**config.mk**
```make
export PLATFORM = sky130hd
export DESIGN_NAME = tmtw_ctrl
export DESIGN_NICKNAME = d
export VERILOG_FILES = /design/src/tmtw_pkg.sv /design/src/tmtw_ctrl.sv
export VERILOG_INCLUDE_DIRS = /design/src /design/src/src
export SDC_FILE = /design/constraint.sdc
export NUM_CORES = 1
export LEC_CHECK = 0
export BUFFER_PORTS_ARGS = -buffer_cell sky130_fd_sc_hd__buf_2
export CAP_MARGIN = 15
export CELL_PAD_IN_SITES_DETAIL_PLACEMENT = 0
export CELL_PAD_IN_SITES_GLOBAL_PLACEMENT = 1
export CORE_AREA = 3 3 40 42
export CTS_CLUSTER_DIAMETER = 30
export DETAILED_ROUTE_END_ITERATION = 16
export DIE_AREA = 0 0 43 45
export PLACE_DENSITY = 0.86
export SLEW_MARGIN = 30
export SYNTH_ARGS = -nofsm -noshare
export SYNTH_HDL_FRONTEND = slang
export SYNTH_SLANG_ARGS = --single-unit
```
**constraint.sdc**
```tcl
create_clock -name clk -period 2.4 [get_ports clk]
set_clock_uncertainty 0.1 [all_clocks]
set_input_delay 0.24 -clock clk [delete_from_list [all_inputs] [get_ports clk]]
set_output_delay 0.24 -clock clk [all_outputs]
set_load 0.1 [all_outputs]
```
**src/assert_macros.svh**
```systemverilog
// Assertion helpers shared by the terminal writer modules.
`ifndef ASSERT_MACROS_SVH
`define ASSERT_MACROS_SVH

// Check a property on every rising edge outside of reset.
`define TMTW_ASSERT(name, clk, rst, prop, msg) \
  name: assert property (@(posedge clk) disable iff (rst) prop) else $error(msg);

// Check a property on every rising edge, reset included.
`define TMTW_ASSERT_ALWAYS(name, clk, prop, msg) \
  name: assert property (@(posedge clk) prop) else $error(msg);

`endif

```
**src/tmtw_pkg.sv**
```systemverilog
`timescale 1ns / 1ps
`default_nettype none

package tmtw_pkg;

  // Default screen geometry
  localparam int DEF_COLUMNS = 80;
  localparam int DEF_ROWS    = 25;

  // Cell layout: attribute byte over character byte
  localparam int CELL_W = 16;

  localparam logic [7:0] BLANK_CHAR  = 8'h20;
  localparam logic [7:0] RESET_COLOR = 8'h07;

  // Control characters
  localparam logic [7:0] CH_BACKSPACE = 8'd8;
  localparam logic [7:0] CH_TAB       = 8'd9;
  localparam logic [7:0] CH_NEWLINE   = 8'd10;
  localparam logic [7:0] CH_RETURN    = 8'd13;

  // Register byte addresses
  localparam logic [1:0] REG_TEXT_COLOR = 2'd0;

  typedef enum logic [1:0] {
    ACT_PUT   = 2'd0,
    ACT_CLEAR = 2'd1,
    ACT_READ  = 2'd2
  } action_t;

  typedef enum logic [1:0] {
    FILL_INIT = 2'd0,
    FILL_TEXT = 2'd1,
    FILL_ITEM = 2'd2
  } fill_sel_t;

  typedef enum logic [2:0] {
    ST_INIT,
    ST_IDLE,
    ST_PUT,
    ST_COPY,
    ST_FILL,
    ST_CLEAR,
    ST_READ,
    ST_DONE
  } state_t;

  typedef struct packed {
    logic      latch_in;
    logic      put_step;
    logic      cnt_clr;
    logic      cnt_inc;
    logic      copy_rd;
    logic      copy_wr;
    logic      fill_wr;
    fill_sel_t fill_sel;
    logic      rd_issue;
    logic      clear_cursor;
    logic      load_out;
  } cmd_t;

  typedef struct packed {
    logic cnt_zero;
    logic cnt_at_fill_start;
    logic cnt_at_end;
    logic scroll_need;
    logic out_blocked;
  } status_t;

endpackage

`default_nettype wire

```
**src/tmtw_ctrl.sv**
```systemverilog
`timescale 1ns / 1ps
`default_nettype none

`include "assert_macros.svh"

module tmtw_ctrl (
  input  logic               clk,
  input  logic               rst,
  input  logic               in_valid,
  input  logic [1:0]         action,
  output logic               in_stall,
  output tmtw_pkg::cmd_t     cmd,
  input  tmtw_pkg::status_t  status
);

  tmtw_pkg::state_t state;
  tmtw_pkg::state_t state_next;

  // State register
  always_ff @(posedge clk) begin
    if (rst) begin
      state <= tmtw_pkg::ST_INIT;
    end else begin
      state <= state_next;
    end
  end

  // Next state and datapath commands
  always_comb begin
    cmd        = '0;
    state_next = state;
    in_stall   = 1'b1;
    case (state)
      tmtw_pkg::ST_INIT: begin
        // blank the store after reset
        cmd.fill_wr  = 1'b1;
        cmd.fill_sel = tmtw_pkg::FILL_INIT;
        if (status.cnt_at_end) begin
          state_next = tmtw_pkg::ST_IDLE;
        end else begin
          cmd.cnt_inc = 1'b1;
        end
      end
      tmtw_pkg::ST_IDLE: begin
        in_stall = 1'b0;
        if (in_valid) begin
          cmd.latch_in = 1'b1;
          cmd.cnt_clr  = 1'b1;
          case (action)
            tmtw_pkg::ACT_PUT:   state_next = tmtw_pkg::ST_PUT;
            tmtw_pkg::ACT_CLEAR: state_next = tmtw_pkg::ST_CLEAR;
            tmtw_pkg::ACT_READ:  state_next = tmtw_pkg::ST_READ;
            default:             state_next = tmtw_pkg::ST_DONE;
          endcase
        end
      end
      tmtw_pkg::ST_PUT: begin
        cmd.put_step = 1'b1;
        if (status.scroll_need) begin
          cmd.cnt_clr = 1'b1;
          state_next  = tmtw_pkg::ST_COPY;
        end else begin
          state_next = tmtw_pkg::ST_DONE;
        end
      end
      tmtw_pkg::ST_COPY: begin
        // read one row ahead, write back what the previous cycle read
        cmd.copy_rd = !status.cnt_at_fill_start;
        cmd.copy_wr = !status.cnt_zero;
        if (status.cnt_at_fill_start) begin
          state_next = tmtw_pkg::ST_FILL;
        end else begin
          cmd.cnt_inc = 1'b1;
        end
      end
      tmtw_pkg::ST_FILL: begin
        cmd.fill_wr  = 1'b1;
        cmd.fill_sel = tmtw_pkg::FILL_ITEM;
        if (status.cnt_at_end) begin
          state_next = tmtw_pkg::ST_DONE;
        end else begin
          cmd.cnt_inc = 1'b1;
        end
      end
      tmtw_pkg::ST_CLEAR: begin
        cmd.fill_wr      = 1'b1;
        cmd.fill_sel     = tmtw_pkg::FILL_TEXT;
        cmd.clear_cursor = 1'b1;
        if (status.cnt_at_end) begin
          state_next = tmtw_pkg::ST_DONE;
        end else begin
          cmd.cnt_inc = 1'b1;
        end
      end
      tmtw_pkg::ST_READ: begin
        cmd.rd_issue = 1'b1;
        state_next   = tmtw_pkg::ST_DONE;
      end
      tmtw_pkg::ST_DONE: begin
        // hold until the output register has room
        if (!status.out_blocked) begin
          cmd.load_out = 1'b1;
          state_next   = tmtw_pkg::ST_IDLE;
        end
      end
      default: begin
        state_next = tmtw_pkg::ST_IDLE;
      end
    endcase
  end

  `TMTW_ASSERT(a_accept_goes_busy, clk, rst, (in_valid && !in_stall) |=> in_stall, "accepted beat did not stall the input")
  `TMTW_ASSERT_ALWAYS(a_reset_to_init, clk, rst |=> (state == tmtw_pkg::ST_INIT), "reset did not start the blanking pass")

endmodule

`default_nettype wire

```
==> results of run 1 <==
Yosys cell counts, drive strengths merged:
master  n  share of area
inv     2          0.022
or4     1          0.022
clkbuf  2          0.022
and3    2          0.036
a21oi   2          0.029
nor3b   5           0.11
nor2b   3          0.076
a22o    1          0.025
o32ai   1          0.047
nor3    5          0.072
o21ai   3          0.043
dfxtp   3           0.17
buf     3          0.080
a31oi   1          0.018
nor2    7          0.076
or2     1          0.018
nand2   4          0.051
a211oi  3          0.080
stage by stage:
stage | total power [mW] | instance area (um^2)
2_1_floorplan | 0.238 | 375
4_1_cts | 0.358 | 503
3_5_place_dp | 0.265 | 477
5_1_grt | 0.375 | 503
6_report | 0.355 | 503
3_3_place_gp | 0.265 | 477
per-layer routing:
layer,track usage,vias up,share of wire
met4,0.0361,0,0
met1,0.139,191,0.47
met3,0.0598,0,0.075
li1,-,218,-
met5,0,-,0
met2,0.171,13,0.45
how the worst max path moves through the flow:
stage	cells after the start	start	slack, ps	end
2_1_floorplan	3	state[2]	-630	cmd[6]
3_3_place_gp	3	state[2]	620	state[2]
3_5_place_dp	3	state[2]	580	state[2]
4_1_cts	3	state[0]	390	cmd[8]
5_1_grt	3	state[0]	290	cmd[8]
6_report	3	state[0]	400	cmd[8]
power by group through the flow:
stage	sequential (mW)	clock [mW]	combinational [mW]
after floorplan	0.0571	0	0.181
after global placement	0.0692	0	0.196
after detailed placement	0.0697	0	0.195
after CTS	0.0689	0.0930	0.196
after global routing	0.0705	0.0980	0.206
final	0.0690	0.0910	0.195
kinds of logic (layout without fill, tap and decap cells):
kind of cell | after synthesis | count (layout) | synth area share
and+or+nand+nor | 28 | 28 | 0.460
AOI/OAI and AO/OA | 11 | 11 | 0.243
buffers and inverters | 7 | 29 | 0.123
DFF | 3 | 3 | 0.174
worst max-delay path, delay by kind of cell (launching register included):
family	cells	cell delay (ps)
DFF	1	520
buffers and inverters	1	480
AOI/OAI and AO/OA	1	250
and+or+nand+nor	1	170
area by class of cell:
| type | instances | area share |
|---|---|---|
| well taps | 15 | 0.0373 |
| flip-flops and latches | 3 | 0.119 |
| inverters | 2 | 0.0149 |
| multi-input cells | 39 | 0.542 |
| clock buffers | 4 | 0.0522 |
| repair buffers | 23 | 0.234 |
==> impl_results.md, run 1 <==
* Kind of critical path: flip-flop to output pin
* Worst r2r src: state[2]
* Final ANT Viol Nets at 0
* Slowest stage delay, CP at 520 ps
* Worst Path Required at 2060 ps
* Dpl cells at 82
* Largest fanout on the critical path at 10
* DIE WIDTH at 43 um
* Minimum clock period at 2000 ps
* Post-CTS setup buffer count at 0
* Initial Util at 0.269
* GPL Wtd Cong at 0.803
* FF-to-FF path depth at 3
* Hold Path Stages at 2
* Pleak at 0.253 nW
* Fill cell count at 140
* Slowest cell on the critical path: dfxtp_1
* RSZ-0062 raised after global routing: false
* Sink Count at 3
* Critical path launch point type: flip-flop
* Number of warnings issued by yosys at 0
* Synth Instances at 49
* Multi-input logic area at 273 um^2
* Synthesized area per cell at 7.05 um^2
* Commonest non-fill, non-tap cell in the layout: buf_2
* CP arrival at 1660 ps
* Die Y at 45 um
* Seq/Total Area, Yosys at 0.174
* Dpl ws at 576 ps
* Critical-path cell list: nand2_2 > o32ai_2 > buf_2
* GRT Total Usage at 0.113
* Max Cap Viol at 0
* Ant diodes at 0
* Final Max Tran Viols at 0
* Global-route wire length before repair at 1660 um
* Fin worst setup slack at 402 ps
* CORE AREA at 1280 um^2
* Root Buffer Master: clkbuf_4
* Post-synthesis net count at 59
* Most frequent cells in the layout: buf_2, nor2_1, nor3b_2, nor3_1
* Die Area at 1940 um^2
* IO buf count at 22
* Post-DR wirelength/cell at 11.3 um
* Switching pwr at 0.195 mW
* Worst Hold Endpoint: state[0]
* Nets at 82
* Site Rows at 13
* Vias at 422
* Detailed Place HPWL at 775 um
* FF+latch count, synth at 3
* VDD IR max at 0.250 mV
* Fin util at 0.391
* Grt ovf at 0
* Final hold vios at 0
* Share of cells above drive strength 1 at 0.521
* Biggest register: state
* Final setup vio count at 0
* Mapped cell area at 345 um^2
* Seq pwr share at 0.195
* CTS H-tree depth at 1
* Post-cts hold buffer count at 0
* Clock power share at 0.257
* Post_cts resized at 0
* Hold_sp: rst
* Largest regs: state (3)
* Inserted Clock Buffers at 3
* Register area at 60.1 um^2
* Setup_tns at 0 ps
* Clock Path Buffers at 2
* Reg2reg end: state[2]
* Status: completed
* Max_slew headroom at 0.588
* Worst skew pair latency at 240 ps
* Largest net degree at the start of global routing at 19
* Worst hold path class: primary input to flip-flop
* Initial antenna violation count at 0
* Final clock period utilization by the worst path at 0.832
* TritonCTS clock tree: yes
* Worst slew pin tran at 617 ps
* DRC at 0
* Area Growth Syn to Fin at 45.7%
* Post-synthesis cell type count at 22
* Worst setup EP type: output pin
* Num ports at 23
* Comb power frac at 0.549
* F_max at 501 MHz
* R2R Setup Slk at 570 ps
* Post-Layout Cell Count at 86
* Worst-path clk slew at 40 ps
* DRT Pass-1 Iters at 4
* Max reg flops at 3
* Final WL at 975 um
* Net Sw Frac at 0.549
* Fin Hold WS at 106 ps
* Internal at 0.160 mW
* Vias in the first global route at 405
* Cell Pwr Density at 705 nW/um^2
* Vias per Instance at 4.91
* Iteration-0 DRC Markers at 8
No activity file was read; power rests on OpenSTA's default activity.
==> run 2: changes to the inputs <==
Settings changed: ABC_AREA from default to 1, CORE_AREA 3 3 40 42 to default, CORE_MARGIN from default to 3, CORE_UTILIZATION from default to 22, DIE_AREA 0 0 43 45 to default, PLACE_DENSITY 0.86 to 0.79.
Clock period 2.4 ns to 1.65 ns, I/O delays scaled along.
==> run 2 against run 1 <==
Hold slack got worse by 85 ps. Non-clock buffer count up 4. Wire length grew 8.2%. Global-route usage is 0.23 points higher. Synthesized cell count increased by 24%. First-iteration DRC count shrank 25%. Highest routed layer is now met4.
==> impl_results.md, run 2 <==
* Status: completed
* EDFF count, synth at 0
* Biggest register: state
* Ant diodes at 0
* Final Max Tran Viols at 0
* Minimum clock period at 1580 ps
* Grt ovf at 0
* Root Buffer Master: clkbuf_4
* Number of warnings issued by yosys at 0
* CTS H-tree depth at 1
* Initial antenna violation count at 0
* Max_slew headroom at 0.816
* Final hold vios at 0
* Worst setup EP type: output pin
* Post-synthesis simple-gate area fraction at 0.564
* Post-Synth Adder-Cell Area at 0
* Seq/Total Area, Yosys at 0.162
* Post-synthesis cell type count at 19
* GPL Wtd Cong at 0.780
* Reg2reg end: state[1]
* Nets at 102
* Largest fanout on the critical path at 4
* Ys async rst share at 0
* Worst Hold Endpoint: state[2]
* Largest regs: state (3)
* Final clock period utilization by the worst path at 0.957
* RSZ-0062 raised after global routing: false
* Max reg flops at 3
* Top FF cell, synth: dfxtp_1
* Global-route wire length before repair at 1840 um
* Site Rows at 14
* Hold Path Stages at 2
* Synth Area in Compound Gates at 0.122
* Final WL at 1060 um
* Die Area at 2210 um^2
* Post-DR wirelength/cell at 9.86 um
* Synthesized area per cell at 6.07 um^2
* Post-synthesis net count at 71
* F_max at 634 MHz
* Iteration-0 DRC Markers at 6
* Worst hold path class: primary input to flip-flop
* Area Growth Syn to Fin at 129%
* Commonest non-fill, non-tap cell in the layout: buf_12
* GRT Total Usage at 0.115
* Kind of critical path: flip-flop to output pin
* Share of the synthesized area in the top cell type at 0.162
* Worst Path Required at 1380 ps
* Fin Hold WS at 21.4 ps
* DRT Pass-1 Iters at 3
* Sink Count at 3
* XOR/XNOR share of the synthesized area at 0
* Mapped cell area at 370 um^2
* Largest family of logic cells by synthesized area: simple AND/OR/NAND/NOR gates
* Clock Path Buffers at 2
* Initial Util at 0.240
* Critical path launch point type: flip-flop
* Most frequent cells in the layout: buf_12, inv_1, buf_2, nor2_4
* Inserted Clock Buffers at 3
* Largest net degree at the start of global routing at 8
* Ranking of synthesized cells by area: dfxtp_1, inv_1, nand2_2
* Vias in the first global route at 450
* Share of cells above drive strength 1 at 0.681
* Mux share of post-synthesis cell area at 0
* Fin util at 0.550
* DRC at 0
* Hold_sp: rst
* Final setup vio count at 0
* Post-cts hold buffer count at 0
* FF+latch count, synth at 3
* Worst r2r src: state[1]
* TritonCTS clock tree: yes
* Final ANT Viol Nets at 0
* CP arrival at 1310 ps
* DIE WIDTH at 47.0 um
* Worst skew pair latency at 240 ps
* Die Y at 47.0 um
* Worst slew pin tran at 276 ps
* List of most frequent post-synthesis cells: inv_1, nand2_1, nor2_1, nand2_2
* CORE AREA at 1540 um^2
* Max Cap Viol at 0
* Synth Instances at 61
* Worst-path clk slew at 40 ps
* Detailed Place HPWL at 955 um
* Most frequent cell after synthesis: inv_1
* Vias at 467
* R2R Setup Slk at 290 ps
* IO buf count at 22
* Vias per Instance at 4.36
* Num ports at 23
* FF-to-FF path depth at 7
* Synth area leader: dfxtp_1
==> run 2: cell count changes after synthesis, moves of 3 or more <==
cell | before | now
inv_1 | 2 | 9
nor3b_1 | 5 | 0
nand3_1 | 0 | 4
nor2_2 | 0 | 4
nand2_1 | 3 | 8
inv_2 | 0 | 3
nand2_2 | 1 | 5
==> run 2: final cells by class <==
cell class              instances  area, um^2
clock buffers                   4        26.3
flip-flops and latches          3        66.3
repair buffers                 27         343
multi-input cells              45         347
fillers                       144         694
inverters                      12        45.0
well taps                      16        20.0
==> run 2: timing repair <==
item / in CTS / in global routing
pin swaps: 0 / 1
setup buffers: 0 / 1
gates resized for setup: 3 / 4
hold endpoints to repair: 0 / 0
endpoints found under the setup margin: 4 / 2
==> run 2: cells by family after synthesis <==
logic type	Yosys count
simple gates	37
buf+inv	13
compound gates	8
flops	3
==> run 2: how the worst max path moves through the flow <==
stage	from	slack, ps	cells past startpoint	end
6_report	state[0]	70	5	cmd[9]
4_1_cts	state[0]	5	5	cmd[9]
5_1_grt	state[0]	1	5	cmd[9]
2_1_floorplan	state[2]	-400	2	cmd[0]
3_3_place_gp	state[1]	160	5	cmd[9]
3_5_place_dp	state[1]	160	5	cmd[9]
==> run 2: per-stage QoR <==
step	setup TNS, ps	area, um^2	instances	worst slack (ps)
global route	0	847	107	1.03
floorplan	-1640	453	61	-396
finish	0	847	107	71.6
global placement	0	797	102	164
CTS	0	831	106	4.69
detailed placement	0	797	102	158
==> run 2: worst max-delay path: stages, from the launching register on <==
cell     delay [ps]
dfxtp_2         330
buf_4           160
nor2_2          130
nand2_2          80
o22ai_4         170
buf_12          190
==> run 2: routing by layer <==
layer / routed length (um) / share of wire / track usage
met1: 418 / 0.40 / 0.132
met2: 548 / 0.52 / 0.211
met3: 65 / 0.062 / 0.0153
met4: 23 / 0.022 / 0.0497
met5: 0 / 0 / 0
Power of run 2 is not shown: default switching activity piles up to over one toggle a cycle in this logic, so the estimate is an artifact.
